<file path="config.mk">
export PLATFORM = sky130hd
export DESIGN_NAME = link_session_sequencer
export DESIGN_NICKNAME = d
export VERILOG_FILES = /design/src/hdl/lss_pkg.sv /design/src/hdl/lss_cfg_regs.sv /design/src/hdl/link_session_sequencer.sv
export SDC_FILE = /design/constraint.sdc
export NUM_CORES = 1
export LEC_CHECK = 0
export BUFFER_PORTS_ARGS = -buffer_cell sky130_fd_sc_hd__buf_2
export CAP_MARGIN = 20
export CORE_MARGIN = 3
export CORE_UTILIZATION = 48
export CTS_CLUSTER_DIAMETER = 30
export DETAILED_ROUTE_END_ITERATION = 16
export PLACE_DENSITY = 0.71
export SETUP_SLACK_MARGIN = 0.4
export SLEW_MARGIN = 20
export SYNTH_ARGS = -nofsm -noshare
export SYNTH_HDL_FRONTEND = slang
export SYNTH_HIERARCHICAL = 1
export SYNTH_SLANG_ARGS = --single-unit
</file>
<file path="constraint.sdc">
create_clock -name clk -period 10.27 [get_ports clk]
set_clock_uncertainty 0.05 [all_clocks]
set_input_delay 2.054 -clock clk [delete_from_list [all_inputs] [get_ports clk]]
set_output_delay 2.054 -clock clk [all_outputs]
set_load 0.02 [all_outputs]
</file>
<file path="src/hdl/lss_pkg.sv">
`timescale 1ns / 1ps
`default_nettype none

package lss_pkg;

    localparam int TIMEOUT_WIDTH_DEF = 16;
    localparam int RETRY_WIDTH_DEF   = 4;

    localparam int NUM_STATES  = 13;
    localparam int NUM_EVENTS  = 22;
    localparam int TO_FIELD_W  = 16;
    localparam int LIM_FIELD_W = 4;
    localparam int APB_ADDR_W  = 6;
    localparam int APB_DATA_W  = 64;

    typedef logic [3:0] state_code_t;
    typedef logic [4:0] event_code_t;
    typedef logic [1:0] cmd_code_t;
    typedef logic [1:0] status_code_t;
    typedef logic [2:0] reg_idx_t;

    localparam state_code_t ST_DISCONNECTED  = 4'd0;
    localparam state_code_t ST_CONNECTING    = 4'd1;
    localparam state_code_t ST_ADAPTER_INIT  = 4'd2;
    localparam state_code_t ST_PROTO_DETECT  = 4'd3;
    localparam state_code_t ST_HANDSHAKE     = 4'd4;
    localparam state_code_t ST_IDLE          = 4'd5;
    localparam state_code_t ST_READING_PIDS  = 4'd6;
    localparam state_code_t ST_READING_DTCS  = 4'd7;
    localparam state_code_t ST_CLEARING_DTCS = 4'd8;
    localparam state_code_t ST_READING_FRAME = 4'd9;
    localparam state_code_t ST_READING_INFO  = 4'd10;
    localparam state_code_t ST_ERROR         = 4'd11;
    localparam state_code_t ST_RECOVERY      = 4'd12;

    localparam event_code_t EV_NONE            = 5'd0;
    localparam event_code_t EV_CONNECT_REQ     = 5'd1;
    localparam event_code_t EV_DISCONNECT_REQ  = 5'd2;
    localparam event_code_t EV_CONNECTED       = 5'd3;
    localparam event_code_t EV_DISCONNECTED    = 5'd4;
    localparam event_code_t EV_INIT_DONE       = 5'd5;
    localparam event_code_t EV_INIT_FAILED     = 5'd6;
    localparam event_code_t EV_PROTO_FOUND     = 5'd7;
    localparam event_code_t EV_PROTO_FAILED    = 5'd8;
    localparam event_code_t EV_HANDSHAKE_DONE  = 5'd9;
    localparam event_code_t EV_HANDSHAKE_FAIL  = 5'd10;
    localparam event_code_t EV_READ_PIDS       = 5'd11;
    localparam event_code_t EV_READ_DTCS       = 5'd12;
    localparam event_code_t EV_CLEAR_DTCS      = 5'd13;
    localparam event_code_t EV_READ_FRAME      = 5'd14;
    localparam event_code_t EV_READ_INFO       = 5'd15;
    localparam event_code_t EV_OP_DONE         = 5'd16;
    localparam event_code_t EV_OP_FAILED       = 5'd17;
    localparam event_code_t EV_TIMEOUT         = 5'd18;
    localparam event_code_t EV_ERROR           = 5'd19;
    localparam event_code_t EV_RECOVERY_DONE   = 5'd20;
    localparam event_code_t EV_RECOVERY_FAILED = 5'd21;

    localparam cmd_code_t CMD_EVENT      = 2'd0;
    localparam cmd_code_t CMD_TICK       = 2'd1;
    localparam cmd_code_t CMD_DISCONNECT = 2'd2;

    localparam status_code_t STATUS_OK        = 2'd0;
    localparam status_code_t STATUS_NO_ARC    = 2'd1;
    localparam status_code_t STATUS_BAD_EVENT = 2'd2;

    localparam reg_idx_t REG_TO_S0_S2  = 3'd0;
    localparam reg_idx_t REG_TO_S3_S5  = 3'd1;
    localparam reg_idx_t REG_TO_S6_S8  = 3'd2;
    localparam reg_idx_t REG_TO_S9_S11 = 3'd3;
    localparam reg_idx_t REG_TO_S12    = 3'd4;
    localparam reg_idx_t REG_LIMITS    = 3'd5;

    typedef struct packed {
        logic [NUM_STATES-1:0][TO_FIELD_W-1:0]  timeout;
        logic [NUM_STATES-1:0][LIM_FIELD_W-1:0] limit;
    } cfg_t;

    typedef struct packed {
        logic        hit;
        state_code_t next;
    } arc_t;

    function automatic arc_t arc_lookup(state_code_t s, event_code_t ev);
        arc_t r;
        r.hit  = 1'b1;
        r.next = ST_DISCONNECTED;
        case (s) inside
            ST_DISCONNECTED:
            begin
                case (ev)
                    EV_CONNECT_REQ: r.next = ST_CONNECTING;
                    default:        r.hit  = 1'b0;
                endcase
            end
            ST_CONNECTING:
            begin
                case (ev)
                    EV_CONNECTED:      r.next = ST_ADAPTER_INIT;
                    EV_TIMEOUT:        r.next = ST_ERROR;
                    EV_ERROR:          r.next = ST_ERROR;
                    EV_DISCONNECT_REQ: r.next = ST_DISCONNECTED;
                    default:           r.hit  = 1'b0;
                endcase
            end
            ST_ADAPTER_INIT:
            begin
                case (ev)
                    EV_INIT_DONE:      r.next = ST_PROTO_DETECT;
                    EV_INIT_FAILED:    r.next = ST_RECOVERY;
                    EV_TIMEOUT:        r.next = ST_RECOVERY;
                    EV_DISCONNECT_REQ: r.next = ST_DISCONNECTED;
                    default:           r.hit  = 1'b0;
                endcase
            end
            ST_PROTO_DETECT:
            begin
                case (ev)
                    EV_PROTO_FOUND:    r.next = ST_HANDSHAKE;
                    EV_PROTO_FAILED:   r.next = ST_RECOVERY;
                    EV_TIMEOUT:        r.next = ST_RECOVERY;
                    EV_DISCONNECT_REQ: r.next = ST_DISCONNECTED;
                    default:           r.hit  = 1'b0;
                endcase
            end
            ST_HANDSHAKE:
            begin
                case (ev)
                    EV_HANDSHAKE_DONE: r.next = ST_IDLE;
                    EV_HANDSHAKE_FAIL: r.next = ST_RECOVERY;
                    EV_TIMEOUT:        r.next = ST_RECOVERY;
                    EV_DISCONNECT_REQ: r.next = ST_DISCONNECTED;
                    default:           r.hit  = 1'b0;
                endcase
            end
            ST_IDLE:
            begin
                case (ev)
                    EV_READ_PIDS:      r.next = ST_READING_PIDS;
                    EV_READ_DTCS:      r.next = ST_READING_DTCS;
                    EV_CLEAR_DTCS:     r.next = ST_CLEARING_DTCS;
                    EV_READ_FRAME:     r.next = ST_READING_FRAME;
                    EV_READ_INFO:      r.next = ST_READING_INFO;
                    EV_DISCONNECT_REQ: r.next = ST_DISCONNECTED;
                    EV_ERROR:          r.next = ST_ERROR;
                    default:           r.hit  = 1'b0;
                endcase
            end
            [ST_READING_PIDS:ST_READING_INFO]:
            begin
                case (ev)
                    EV_OP_DONE:        r.next = ST_IDLE;
                    EV_OP_FAILED:      r.next = ST_RECOVERY;
                    EV_TIMEOUT:        r.next = ST_RECOVERY;
                    EV_DISCONNECT_REQ: r.next = ST_DISCONNECTED;
                    default:           r.hit  = 1'b0;
                endcase
            end
            ST_ERROR:
            begin
                case (ev)
                    EV_RECOVERY_DONE:  r.next = ST_IDLE;
                    EV_DISCONNECT_REQ: r.next = ST_DISCONNECTED;
                    default:           r.hit  = 1'b0;
                endcase
            end
            ST_RECOVERY:
            begin
                case (ev)
                    EV_RECOVERY_DONE:   r.next = ST_ADAPTER_INIT;
                    EV_RECOVERY_FAILED: r.next = ST_ERROR;
                    EV_TIMEOUT:         r.next = ST_ERROR;
                    EV_DISCONNECT_REQ:  r.next = ST_DISCONNECTED;
                    default:            r.hit  = 1'b0;
                endcase
            end
            default: r.hit = 1'b0;
        endcase
        return r;
    endfunction

endpackage

`default_nettype wire

</file>
<file path="src/hdl/lss_cfg_regs.sv">
`timescale 1ns / 1ps
`default_nettype none

module lss_cfg_regs
(
    input  logic                               clk,
    input  logic                               rst_n,
    input  logic                               psel,
    input  logic                               penable,
    input  logic                               pwrite,
    input  logic [lss_pkg::APB_ADDR_W-1:0]     paddr,
    input  logic [lss_pkg::APB_DATA_W-1:0]     pwdata,
    output logic [lss_pkg::APB_DATA_W-1:0]     prdata,
    output logic                               pready,
    output lss_pkg::cfg_t                      cfg
);

    logic [lss_pkg::NUM_STATES-1:0][lss_pkg::TO_FIELD_W-1:0]  timeout_reg;
    logic [lss_pkg::NUM_STATES-1:0][lss_pkg::LIM_FIELD_W-1:0] limit_reg;
    lss_pkg::reg_idx_t                                        idx;
    logic                                                     wr_en;

    assign pready = 1'b1;
    assign idx    = paddr[5:3];
    assign wr_en  = psel && penable && pwrite && pready;

    always_ff @(posedge clk or negedge rst_n)
    begin
        if (!rst_n)
        begin
            timeout_reg <= '0;
            limit_reg   <= '0;
        end
        else if (wr_en)
        begin
            case (idx)
                lss_pkg::REG_TO_S0_S2:  timeout_reg[2:0]   <= pwdata[47:0];
                lss_pkg::REG_TO_S3_S5:  timeout_reg[5:3]   <= pwdata[47:0];
                lss_pkg::REG_TO_S6_S8:  timeout_reg[8:6]   <= pwdata[47:0];
                lss_pkg::REG_TO_S9_S11: timeout_reg[11:9]  <= pwdata[47:0];
                lss_pkg::REG_TO_S12:    timeout_reg[12]    <= pwdata[15:0];
                lss_pkg::REG_LIMITS:    limit_reg          <= pwdata[51:0];
                default:                ;
            endcase
        end
    end

    always_comb
    begin
        case (idx)
            lss_pkg::REG_TO_S0_S2:  prdata = 64'(timeout_reg[2:0]);
            lss_pkg::REG_TO_S3_S5:  prdata = 64'(timeout_reg[5:3]);
            lss_pkg::REG_TO_S6_S8:  prdata = 64'(timeout_reg[8:6]);
            lss_pkg::REG_TO_S9_S11: prdata = 64'(timeout_reg[11:9]);
            lss_pkg::REG_TO_S12:    prdata = 64'(timeout_reg[12]);
            lss_pkg::REG_LIMITS:    prdata = 64'(limit_reg);
            default:                prdata = '0;
        endcase
    end

    assign cfg.timeout = timeout_reg;
    assign cfg.limit   = limit_reg;

endmodule

`default_nettype wire

</file>
<file path="src/hdl/link_session_sequencer.sv">
`timescale 1ns / 1ps
`default_nettype none

// session sequencer over 13 states and a fixed table of 50 arcs. each input beat carries a
// command in tuser (event, 1 ms tick, forced disconnect) and an event code in tdata; each beat
// gives exactly one result beat with status in tuser and the state summary in tdata. one beat
// is taken every clock unless the result output stalls; each beat passes through the input
// register, then table lookup, timeout compare and state update into the result register.
// the rate is set by the state update loop. per-state timeouts and retry limits sit in the apb
// port at 8-byte spacing; the user must write them only while the stream is idle (not enforced).
module link_session_sequencer
#(
    parameter int TIMEOUT_WIDTH = lss_pkg::TIMEOUT_WIDTH_DEF,
    parameter int RETRY_WIDTH   = lss_pkg::RETRY_WIDTH_DEF
)
(
    input  logic                           clk,
    input  logic                           rst_n,
    input  logic                           s_axis_tvalid,
    output logic                           s_axis_tready,
    input  logic [7:0]                     s_axis_tdata,   // event_code[4:0], zero pad
    input  logic [1:0]                     s_axis_tuser,   // cmd[1:0]
    output logic                           m_axis_tvalid,
    input  logic                           m_axis_tready,
    // state_now[3:0], state_before[7:4], changed[8], cause_event[13:9], retries_used[17:14]
    output logic [23:0]                    m_axis_tdata,
    output logic [1:0]                     m_axis_tuser,   // status[1:0]
    input  logic                           psel,
    input  logic                           penable,
    input  logic                           pwrite,
    input  logic [lss_pkg::APB_ADDR_W-1:0] paddr,
    input  logic [lss_pkg::APB_DATA_W-1:0] pwdata,
    output logic [lss_pkg::APB_DATA_W-1:0] prdata,
    output logic                           pready
);

    localparam int CMP_W = (TIMEOUT_WIDTH > lss_pkg::TO_FIELD_W) ? TIMEOUT_WIDTH
                                                                  : lss_pkg::TO_FIELD_W;
    localparam int LIM_W = (RETRY_WIDTH > lss_pkg::LIM_FIELD_W) ? RETRY_WIDTH
                                                                 : lss_pkg::LIM_FIELD_W;
    localparam logic [LIM_W-1:0] RETRY_MAX = LIM_W'((1 << RETRY_WIDTH) - 1);

    lss_pkg::cfg_t cfg;

    lss_cfg_regs u_cfg
    (
        .clk     (clk),
        .rst_n   (rst_n),
        .psel    (psel),
        .penable (penable),
        .pwrite  (pwrite),
        .paddr   (paddr),
        .pwdata  (pwdata),
        .prdata  (prdata),
        .pready  (pready),
        .cfg     (cfg)
    );

    // input stage
    logic                  in_valid_reg;
    lss_pkg::cmd_code_t    in_cmd_reg;
    lss_pkg::event_code_t  in_event_reg;
    logic                  advance;
    logic                  step;

    // session state
    lss_pkg::state_code_t     cur_state_reg, cur_state_next;
    lss_pkg::state_code_t     prior_state_reg, prior_state_next;
    logic [RETRY_WIDTH-1:0]   retry_reg, retry_next;
    logic [TIMEOUT_WIDTH-1:0] elapsed_reg, elapsed_next;

    // result stage
    logic                   out_valid_reg;
    lss_pkg::status_code_t  status_reg, status_next;
    lss_pkg::state_code_t   now_reg;
    lss_pkg::state_code_t   before_reg;
    logic                   changed_reg, changed_next;
    lss_pkg::event_code_t   cause_reg, cause_next;
    logic [3:0]             retries_out_reg;

    // datapath
    logic [TIMEOUT_WIDTH-1:0]        elapsed_inc;
    logic [lss_pkg::TO_FIELD_W-1:0]  tmo;
    logic [LIM_W-1:0]                lim_ext;
    logic [RETRY_WIDTH-1:0]          lim;
    logic [LIM_W-1:0]                retry_ext;
    lss_pkg::arc_t                   ev_arc;
    lss_pkg::arc_t                   tmo_arc;

    assign advance       = !out_valid_reg || m_axis_tready;
    assign s_axis_tready = !in_valid_reg || advance;
    assign step          = in_valid_reg && advance;

    always_ff @(posedge clk or negedge rst_n)
    begin
        if (!rst_n)
        begin
            in_valid_reg <= 1'b0;
        end
        else if (s_axis_tready)
        begin
            in_valid_reg <= s_axis_tvalid;
        end
    end

    always_ff @(posedge clk)
    begin
        if (s_axis_tready && s_axis_tvalid)
        begin
            in_cmd_reg   <= s_axis_tuser;
            in_event_reg <= s_axis_tdata[4:0];
        end
    end

    always_comb
    begin
        if (cur_state_reg < 4'(lss_pkg::NUM_STATES))
        begin
            tmo     = cfg.timeout[cur_state_reg];
            lim_ext = LIM_W'(cfg.limit[cur_state_reg]);
        end
        else
        begin
            tmo     = '0;
            lim_ext = '0;
        end
    end

    // limit clipped to what the retry counter can hold
    assign lim         = RETRY_WIDTH'((lim_ext > RETRY_MAX) ? RETRY_MAX : lim_ext);
    assign elapsed_inc = (elapsed_reg == '1) ? elapsed_reg : elapsed_reg + 1'b1;
    assign ev_arc      = lss_pkg::arc_lookup(cur_state_reg, in_event_reg);
    assign tmo_arc     = lss_pkg::arc_lookup(cur_state_reg, lss_pkg::EV_TIMEOUT);

    always_comb
    begin
        cur_state_next   = cur_state_reg;
        prior_state_next = prior_state_reg;
        retry_next       = retry_reg;
        elapsed_next     = elapsed_reg;
        status_next      = lss_pkg::STATUS_OK;
        changed_next     = 1'b0;
        cause_next       = lss_pkg::EV_NONE;
        case (in_cmd_reg)
            lss_pkg::CMD_EVENT:
            begin
                if (in_event_reg >= 5'(lss_pkg::NUM_EVENTS))
                begin
                    status_next = lss_pkg::STATUS_BAD_EVENT;
                end
                else if (in_event_reg != lss_pkg::EV_NONE)
                begin
                    if (ev_arc.hit)
                    begin
                        prior_state_next = cur_state_reg;
                        cur_state_next   = ev_arc.next;
                        retry_next       = '0;
                        elapsed_next     = '0;
                        changed_next     = 1'b1;
                        cause_next       = in_event_reg;
                    end
                    else
                    begin
                        status_next = lss_pkg::STATUS_NO_ARC;
                    end
                end
            end
            lss_pkg::CMD_TICK:
            begin
                elapsed_next = elapsed_inc;
                if ((tmo != '0) && (CMP_W'(elapsed_inc) >= CMP_W'(tmo)))
                begin
                    if (retry_reg < lim)
                    begin
                        retry_next   = retry_reg + 1'b1;
                        elapsed_next = '0;
                    end
                    else if (tmo_arc.hit)
                    begin
                        prior_state_next = cur_state_reg;
                        cur_state_next   = tmo_arc.next;
                        retry_next       = '0;
                        elapsed_next     = '0;
                        changed_next     = 1'b1;
                        cause_next       = lss_pkg::EV_TIMEOUT;
                    end
                    else
                    begin
                        status_next = lss_pkg::STATUS_NO_ARC;
                    end
                end
            end
            lss_pkg::CMD_DISCONNECT:
            begin
                prior_state_next = cur_state_reg;
                cur_state_next   = lss_pkg::ST_DISCONNECTED;
                retry_next       = '0;
                elapsed_next     = '0;
                changed_next     = 1'b1;
                cause_next       = lss_pkg::EV_DISCONNECT_REQ;
            end
            default:
            begin
            end
        endcase
    end

    assign retry_ext = LIM_W'(retry_next);

    always_ff @(posedge clk or negedge rst_n)
    begin
        if (!rst_n)
        begin
            cur_state_reg   <= lss_pkg::ST_DISCONNECTED;
            prior_state_reg <= lss_pkg::ST_DISCONNECTED;
            retry_reg       <= '0;
            elapsed_reg     <= '0;
            out_valid_reg   <= 1'b0;
        end
        else
        begin
            if (advance)
            begin
                out_valid_reg <= in_valid_reg;
            end
            if (step)
            begin
                cur_state_reg   <= cur_state_next;
                prior_state_reg <= prior_state_next;
                retry_reg       <= retry_next;
                elapsed_reg     <= elapsed_next;
            end
        end
    end

    always_ff @(posedge clk)
    begin
        if (step)
        begin
            status_reg      <= status_next;
            now_reg         <= cur_state_next;
            before_reg      <= prior_state_next;
            changed_reg     <= changed_next;
            cause_reg       <= cause_next;
            retries_out_reg <= retry_ext[3:0];
        end
    end

    assign m_axis_tvalid = out_valid_reg;
    assign m_axis_tuser  = status_reg;
    assign m_axis_tdata  = {6'd0, retries_out_reg, cause_reg, changed_reg, before_reg, now_reg};

`ifndef NO_ASSERTIONS
    a_state_range: assert property (@(posedge clk) disable iff (!rst_n)
        cur_state_reg <= 4'(lss_pkg::NUM_STATES - 1))
        else $error("session state out of range");

    a_change_clears_retries: assert property (@(posedge clk) disable iff (!rst_n)
        (out_valid_reg && changed_reg) |-> (retries_out_reg == 4'd0))
        else $error("retry count not cleared on a transition");

    a_bad_event_no_change: assert property (@(posedge clk) disable iff (!rst_n)
        (out_valid_reg && (status_reg == lss_pkg::STATUS_BAD_EVENT)) |-> !changed_reg)
        else $error("invalid event made a transition");

    a_step_updates_result: assert property (@(posedge clk) disable iff (!rst_n)
        step |=> (out_valid_reg && (now_reg == cur_state_reg)))
        else $error("result state differs from session state");
`endif

endmodule

`default_nettype wire
</file>
==> results of run 1 <==
kinds of logic after synthesis:
family,share of synthesized area [%]
AO/OA/AOI/OAI,10.2
XOR/XNOR,0.616
adder cells (fa/ha/maj),1.42
buffers and inverters,4.77
flip-flops,43.7
multiplexers,29.5
other,0.0610
AND/OR/NAND/NOR,9.73
where the power goes:
group          internal, mW  switching [mW]  total, mW
Sequential             1.49           0.204       1.69
Clock                  1.60           0.752       2.36
Combinational         0.418           0.422      0.840
layer usage:
metal / vias to the layer above / wire length (microns)
li1: 6002 / -
met1: 7020 / 22000
met2: 603 / 25500
met3: 119 / 3800
met4: 6 / 1460
met5: - / 41
worst reg2reg max path: cells and delay by family (launching register included):
family | cells | cell delay [ps]
AND/OR/NAND/NOR | 6 | 1740
AO/OA/AOI/OAI | 5 | 1920
adder cells (fa/ha/maj) | 1 | 240
multiplexers | 1 | 400
buffers and inverters | 1 | 820
flip-flops | 1 | 880
metrics by stage:
| stage | power [mW] | setup slack [ps] | area [sq um] | cells | util [%] |
|---|---|---|---|---|---|
| after floorplan | 2.25 | 4800 | 18500 | 1542 | - |
| after global placement | 2.50 | 3450 | 19200 | 2079 | 51.0 |
| after detailed placement | 2.53 | 3460 | 19200 | 2079 | 51.0 |
| after CTS | 4.90 | 3460 | 21800 | 2211 | 57.7 |
| after global routing | 5.07 | 3330 | 21800 | 2213 | 57.7 |
| final | 4.89 | 3430 | 21800 | 2213 | 57.7 |
cell type report:
| class | count | area (sq um) |
|---|---|---|
| inverters | 12 | 45.0 |
| well taps | 511 | 639 |
| fillers | 3065 | 16000 |
| flip-flops and latches | 317 | 8080 |
| clock inverters | 37 | 495 |
| multi-input cells | 1076 | 9590 |
| diodes | 2 | 5.00 |
| clock buffers | 95 | 2040 |
| repair buffers | 163 | 896 |
final timing paths:
| path | to | slack [ps] | cells after the start |
|---|---|---|---|
| worst max register to register | retries_out_reg[0] | 4070 | 14 |
| max in group asynchronous | u_cfg/cfg[118] | 7250 | 2 |
| worst min-delay path | m_axis_tvalid | 430 | 1 |
| worst min register to register | m_axis_tvalid | 430 | 1 |
| worst max-delay path | prdata[3] | 3430 | 7 |
| min in group asynchronous | m_axis_tvalid | 1400 | 1 |
cells in the final DEF (no fill, tap or decap), types with 6 or more instances in the layout:
cell | synthesis | routed
and2_1 | 11 | 11
clkbuf_1 | 30 | 10
buf_2 | 47 | 139
clkinv_2 | 0 | 13
a21oi_1 | 30 | 30
buf_4 | 32 | 22
nor2b_1 | 27 | 26
inv_1 | 9 | 9
mux2i_1 | 84 | 84
dfrtp_1 | 290 | 288
o21ai_1 | 15 | 16
mux2_4 | 8 | 8
nand3_1 | 32 | 32
mux4_2 | 64 | 64
nand2_1 | 107 | 107
mux2_1 | 21 | 21
clkbuf_16 | 0 | 74
a21o_1 | 31 | 31
o2bb2ai_1 | 23 | 23
a32oi_1 | 15 | 15
bufinv_16 | 0 | 8
nand2b_1 | 15 | 15
clkbuf_8 | 0 | 11
nand4_1 | 12 | 12
edfxtp_1 | 27 | 27
a31oi_1 | 21 | 21
nor3_1 | 33 | 33
o22a_1 | 9 | 9
and3_1 | 10 | 10
o21ai_0 | 33 | 32
mux2_2 | 250 | 250
nor2_1 | 34 | 34
xnor2_1 | 12 | 12
nor2_4 | 4 | 6
o211ai_1 | 13 | 13
ha_1 | 21 | 21
a211oi_1 | 8 | 8
a22o_1 | 6 | 6
conb_1 | 3 | 19
o22ai_1 | 16 | 16
==> results.md, run 1 <==
Timing:
- The number of hold violations in the final report came to 0.
- Across all hold checks on the routed design, the worst slack comes to around 430 ps.
- In this run the tightest slew margin relative to its limit is roughly a quarter.
- The fraction of the cycle the final worst path needs is 66.6%.
- Counting I/O delays and the setup requirement, the final critical path takes roughly 6800 ps.
- The maximum clock rate is around 150 MHz.
- Setup violations remaining at the end of the flow were counted as 0.
- Setup repair after global routing left no endpoint under its margin.
- At the pin with the least slew margin, the transition time is 1150 ps.
- The number of pins exceeding their max-slew limit in the final report is 0.
- For the final routed database, the setup TNS stands at 0 ps.

Setup path:
- Traced cell by cell, the critical path runs through buf_2 > buf_4 > nor2b_2 > buf_4 > a221oi_1 > a31oi_1 > buf_2.
- The maximum single-stage delay on the critical path is 620 ps.
- The critical path contains buffers and inverters numbering 4 combined.
- STA puts the critical path data arrival time at between 4000 and 5000 ps.
- The critical path's slowest cell is buf_2.
- The maximum fanout along the worst path is 46.
- The critical path startpoint category is a primary input.
- Among cell families on the critical path, the largest total delay comes from buffers and inverters.
- The kind of critical path is in2out.
- In this run the critical register-to-register path is launched from cur_state_reg[0].
- The timing startpoint of the critical path is paddr[5].
- The data required time of the critical path is 8170 ps.
- The endpoint type of the worst setup path is an output port.

Logic synthesis:
- A synthesized cell averages between 10 and 15 sq um.
- Yosys printed 6 warnings.
- The synthesized cell area is around 18000 sq um.
- dfrtp_1 is the most common cell in the netlist.
- The number of register bits inferred by synthesis is roughly 320.
- The fraction of the yosys area taken by sequential cells is 43.7%.
- The synthesized netlist cell count is around 1500.
- The number of different library cells used by synthesis comes to 92.
- By area the synthesized netlist is led by dfrtp_1 (39%), mux2_2 (15%), mux4_2 (7.8%), mux2i_1 (4.6%), edfxtp_1 (4.4%).
- After synthesis, the largest area contributor takes up 39.3% of total cell area.
- Among all flip-flop cells after synthesis, the most frequent one is dfrtp_1.
- The number of synthesized flops with an enable pin is 27.
- In the synthesized netlist, the cells that appear most often are dfrtp_1 (290), mux2_2 (250), nand2_1 (107).
- The proportion of register bits with asynchronous set or reset after synthesis is around 91%.
- Of all cell types, the one taking the most synthesized area is dfrtp_1.

GRT:
- The met2 global-route usage is 41.5%.
- The via count of the first global-routing pass is around 14000.
- Global routing used between 30% and 40% of the available met1 tracks.
- For this run, global-route usage on met3 was measured as under 10%.
- The number of antenna violations at the first check in global routing came to 5.
- Entering global routing, the biggest net connects 182 pins.
- The global route total overflow is 0.
- The global-route wire length before repair is about 82000 microns.
- The all-layer global routing usage is around 26%.
- The peak-usage layer in the global routing report is met2.

Power and ir drop:
- The total leakage power is 9.65 nW.
- For this design the ratio of total power to cell area is around 220 nW/um^2.
- The worst ir drop on vdd is roughly 0.16 mV.

Final layout:
- The final layout contains 1752 nets.
- The flip-flop count of the largest register, all copies and words added is 260.
- Relative to the synthesized area, the layout overhead comes to 18.0%.
- The share of post-route cells with drive strength above 1 is roughly 38%.

Route:
- In this run the remaining antenna-violating nets after routing total 0.
- After detailed routing, the average wire length per cell comes to approximately 24 microns.
- The per-cell via count in the routed design is between 6 and 7.
- The count of vias placed by the detailed router is roughly 14000.
- For this run, the detailed router's first-pass iteration total came to 6.
- The count of unresolved DRC violations after routing is 0.
- In this run, the number of DRC markers left after iteration 0 of detailed routing was ~1400.
- The detailed-route wire length is between 50000 and 60000 microns.

Clocking:
- CTS built an H-tree with a depth of 3.
- The count of cells resized by post-cts repair is 0.
- The post-CTS setup repair buffer count is 0.
- TritonCTS built the clock tree.
- The root buffer cell chosen for the clock tree is clkbuf_16.
- For the worst-skew pair, the clock arrives at the later sink with an insertion delay of roughly 590 ps.
- The hold-fix buffer count after cts is 0.
- Counting along the longest clock path gives a buffer depth of 3.
- The number of sinks on the clock net is about 320.
- The clock-pin slew on the worst setup and hold paths is approximately 40 ps.
- TritonCTS created between 70 and 80 clock buffers.

Min path:
- The hold path startpoint is in_valid_reg.
- In this run the worst hold path is classified as reg2reg.

Die:
- The initial cell density of the core is 48.9%.
- The die covers ~41000 sq um.
- Row generation in the floorplan step produced 71 rows.
- The placeable core region is 37800 sq um.
- The die height is just over 200 microns.
- The number of placed I/O pins is 180.
- The floorplan step set the die width to between 200 and 250 microns.

Placement:
- The half-perimeter wire length of the detailed placement result is 33300 microns.
- The congestion estimate from routability-driven global placement came to slightly above 0.9.
- The count of buffers added on input and output ports is approximately 140.

Run status:
- The flow ran to the end, and the final reports show no timing, DRC or antenna violations.

Flow run:
- Max-cap violations in this run came to 0.
Note: power is estimated with default switching activity, not from simulation.
==> run 2, diff against run 1 <==
==> constraint.sdc (replaced) <==
create_clock -name clk -period 6.4 [get_ports clk]
set_clock_uncertainty 0.05 [all_clocks]
set_input_delay 1.28 -clock clk [delete_from_list [all_inputs] [get_ports clk]]
set_output_delay 1.28 -clock clk [all_outputs]
set_load 0.02 [all_outputs]
==> results.md, run 2 (same netlist as run 1, synthesis figures left out) <==
Run status:
- The flow ran to the end, and the final reports show no timing, DRC or antenna violations.

Final layout:
- The share of post-route cells with drive strength above 1 is roughly two fifths.
- The register with the most flip-flops in the layout has 260 of them.
- The finished cells cover 22100 sq um.
- Leaving out fill and tap cells, the most frequent cells in the layout are dfrtp_1 (288), mux2_2 (250), buf_2 (139).
- Leaving out fill and tap cells, the most frequent cell in the layout is dfrtp_1.
- The layout-stage area growth over the synthesis result is 19.6%.
- The number of fill cells is 2979.
- For this run, the post-layout net count is around 1800.

Placement:
- Detailed placement finished with a half-perimeter wire length of roughly 35000 microns.
- The placed standard-cell area is between 15000 and 20000 sq um.
- The setup slack at placement is ~1300 ps.
- The congestion estimate from routability-driven global placement came to a little under 0.9.
- The count of port buffers added during placement is about 140.

Timing:
- Based on the critical path, the design can be clocked at up to 196 MHz.
- The number of hold violations in the final report is 0.
- The worst pin sits at a relative slew slack of about a quarter.
- The fraction of the cycle the final worst path needs is roughly four fifths.
- The slew at the pin with the worst max-slew slack is around 1100 ps.
- The number of pins exceeding their max-slew limit in the final report was 0.
- Setup total negative slack on the finished layout was measured at 0 ps.
- Setup violations remaining at the end of the flow were counted as 0.
- Setup slack on the critical path of the routed design comes to about 1300 ps.
- Setup repair after global routing left no endpoint under its margin.
- The worst path in the final design needs a cycle of about 5100 ps, including I/O delays and setup.
- The tightest hold path in the finished design has a slack of 451 ps.

Clocking:
- Post-CTS repair changed the size of 0 cells.
- In this run the deepest clock path goes through 3 buffers.
- Clock tree synthesis inserted a total of 77 buffers.
- The clock reaches the later pin of the worst-skew pair after around 610 ps.
- Buffers added to address setup during post-CTS repair amount to 0.
- The hold-fix buffer count after cts is 0.
- The clock drives 317 sinks.
- The clock-pin slew on the worst setup and hold paths is about 50 ps.
- Clock tree synthesis selected as its root buffer the cell clkbuf_16.
- The TritonCTS clock tree is built.
- The H-tree was split into 3 levels.

Min path:
- For hold timing, the worst endpoint is m_axis_tvalid.
- In this run the most critical hold path is launched from in_valid_reg.
- Counting instances, the worst hold path has a depth of 1.
- The path class of the tightest hold or removal check is reg2reg.

Die:
- The floorplan step defined a die boundary enclosing 40900 sq um.
- From left edge to right edge, the die measures 202 microns.
- Pin placement for this block handled between 150 and 200 I/O pins.
- The core region is about 38000 sq um.
- The initial cell density of the core is ~49%.
- The die height is approximately 200 microns.
- The floorplan has 71 rows.

GRT:
- The number of antenna violations at the first check in global routing came to 4.
- The total overflow left after global routing is 0.
- The via count of the first global-routing pass is about 15000.
- The global-route wire length before repair is roughly 85000 microns.
- Global routing consumed, over all layers together, between 20% and 30% of the routing resources.
- Entering global routing, the biggest net connects around 140 pins.

Setup path:
- The data required time of the critical path is ~6700 ps.
- The critical path startpoint category is a flip-flop.
- Data on the critical path arrives at its endpoint at 5370 ps.
- In this run the worst setup path begins at cur_state_reg[0].
- In this run the critical register-to-register path is launched from cur_state_reg[0].
- In this run the critical register-to-register path is captured at retries_out_reg[2].
- The worst setup path is captured at a flip-flop.
- The maximum fanout along the worst path is 44.
- The setup path with the least slack is of type reg2reg.
- The number of cells on the worst reg-to-reg path is 16.
- The reg-to-reg setup timing slack is roughly 1300 ps.

Power and ir drop:
- The worst ir drop on vdd is 0.278 mV.
- Summed over all cells, the static leakage comes to approximately 9.8 nW.
- Power spread over the standard cell area amounts to between 300 and 400 nW/um^2.
- The overall power of the completed layout is between 8 and 9 mW.

Route:
- The count of vias placed by the detailed router is approximately 14000.
- The first-pass detailed-route iteration total is 6.
- The average routed wire per standard cell is about 24 microns.
- The number of nets with antenna violations after routing is 0.
- In the routed layout, each cell is associated on average with a via count of between 6 and 7.
- The count of unresolved DRC violations after routing is 0.
- The number of DRC markers in iteration 0 is about 1200.
- The detailed-route wire length is ~55000 microns.

Flow run:
- The number of maximum-capacitance constraint violations is 0.
## run 2: cell types whose count changed in the layout (fill, tap and decap cells not counted), sizes merged
cell / change
buf: +18
bufinv: +1
clkbuf: +3
clkinvlp: -2
inv: +2
## run 2: report_power, final
group | total [mW] | internal [mW] | switching (mW)
clock network | 3.99 | 2.71 | 1.28
registers | 2.72 | 2.39 | 0.337
logic | 1.36 | 0.677 | 0.681
total | 8.07 | 5.77 | 2.30
## run 2: how the worst max path moves through the flow
| stage | endpoint | slack, ps | cells past startpoint |
|---|---|---|---|
| floorplan | retries_out_reg[2] | 1870 | 17 |
| detailed placement | retries_out_reg[2] | 1300 | 16 |
| CTS | retries_out_reg[2] | 1250 | 16 |
| global placement | retries_out_reg[2] | 1360 | 16 |
| global route | retries_out_reg[2] | 830 | 16 |
| finish | retries_out_reg[2] | 1290 | 16 |
## run 2: metrics by stage
stage / std cells / util (%)
floorplan: 1542 / -
global placement: 2097 / 51.3
detailed placement: 2097 / 51.3
CTS: 2233 / 58.5
global route: 2234 / 58.5
finish: 2235 / 58.5
## run 2: layout make-up
| class | instances | area (sq um) | area share [%] |
|---|---|---|---|
| Multi-Input combinational cell | 1076 | 9590 | 43.4 |
| Sequential cell | 317 | 8080 | 36.6 |
| Clock buffer | 98 | 2110 | 9.53 |
| Timing Repair Buffer | 181 | 1030 | 4.67 |
| Tap cell | 511 | 639 | 2.89 |
| Clock inverter | 38 | 591 | 2.67 |
| Inverter | 12 | 45.0 | 0.204 |
| Antenna cell | 2 | 5.00 | 0.0227 |
## run 2: routing by layer
layer | vias to the layer above | global-route usage, % | wire length, microns
met2 | 665 | 43.7 | 26200
met4 | 6 | 11.1 | 2080
met1 | 7092 | 34.0 | 22000
met5 | - | 0 | 39
li1 | 6048 | - | -
met3 | 158 | 6.02 | 4250
## run 2: critical path: stages (launching register included)
cell and delay, ps:
dfrtp_4 990, buf_4 430, mux4_2 570, a221oi_1 330, a31oi_1 200, inv_1 170, ha_1 170, nand2_1 50
a211oi_1 210, a2111oi_0 130, o21ai_0 180, buf_4 190, and4_1 240, nor2_2 50, buf_4 200, or2_2 320
a211o_1 310
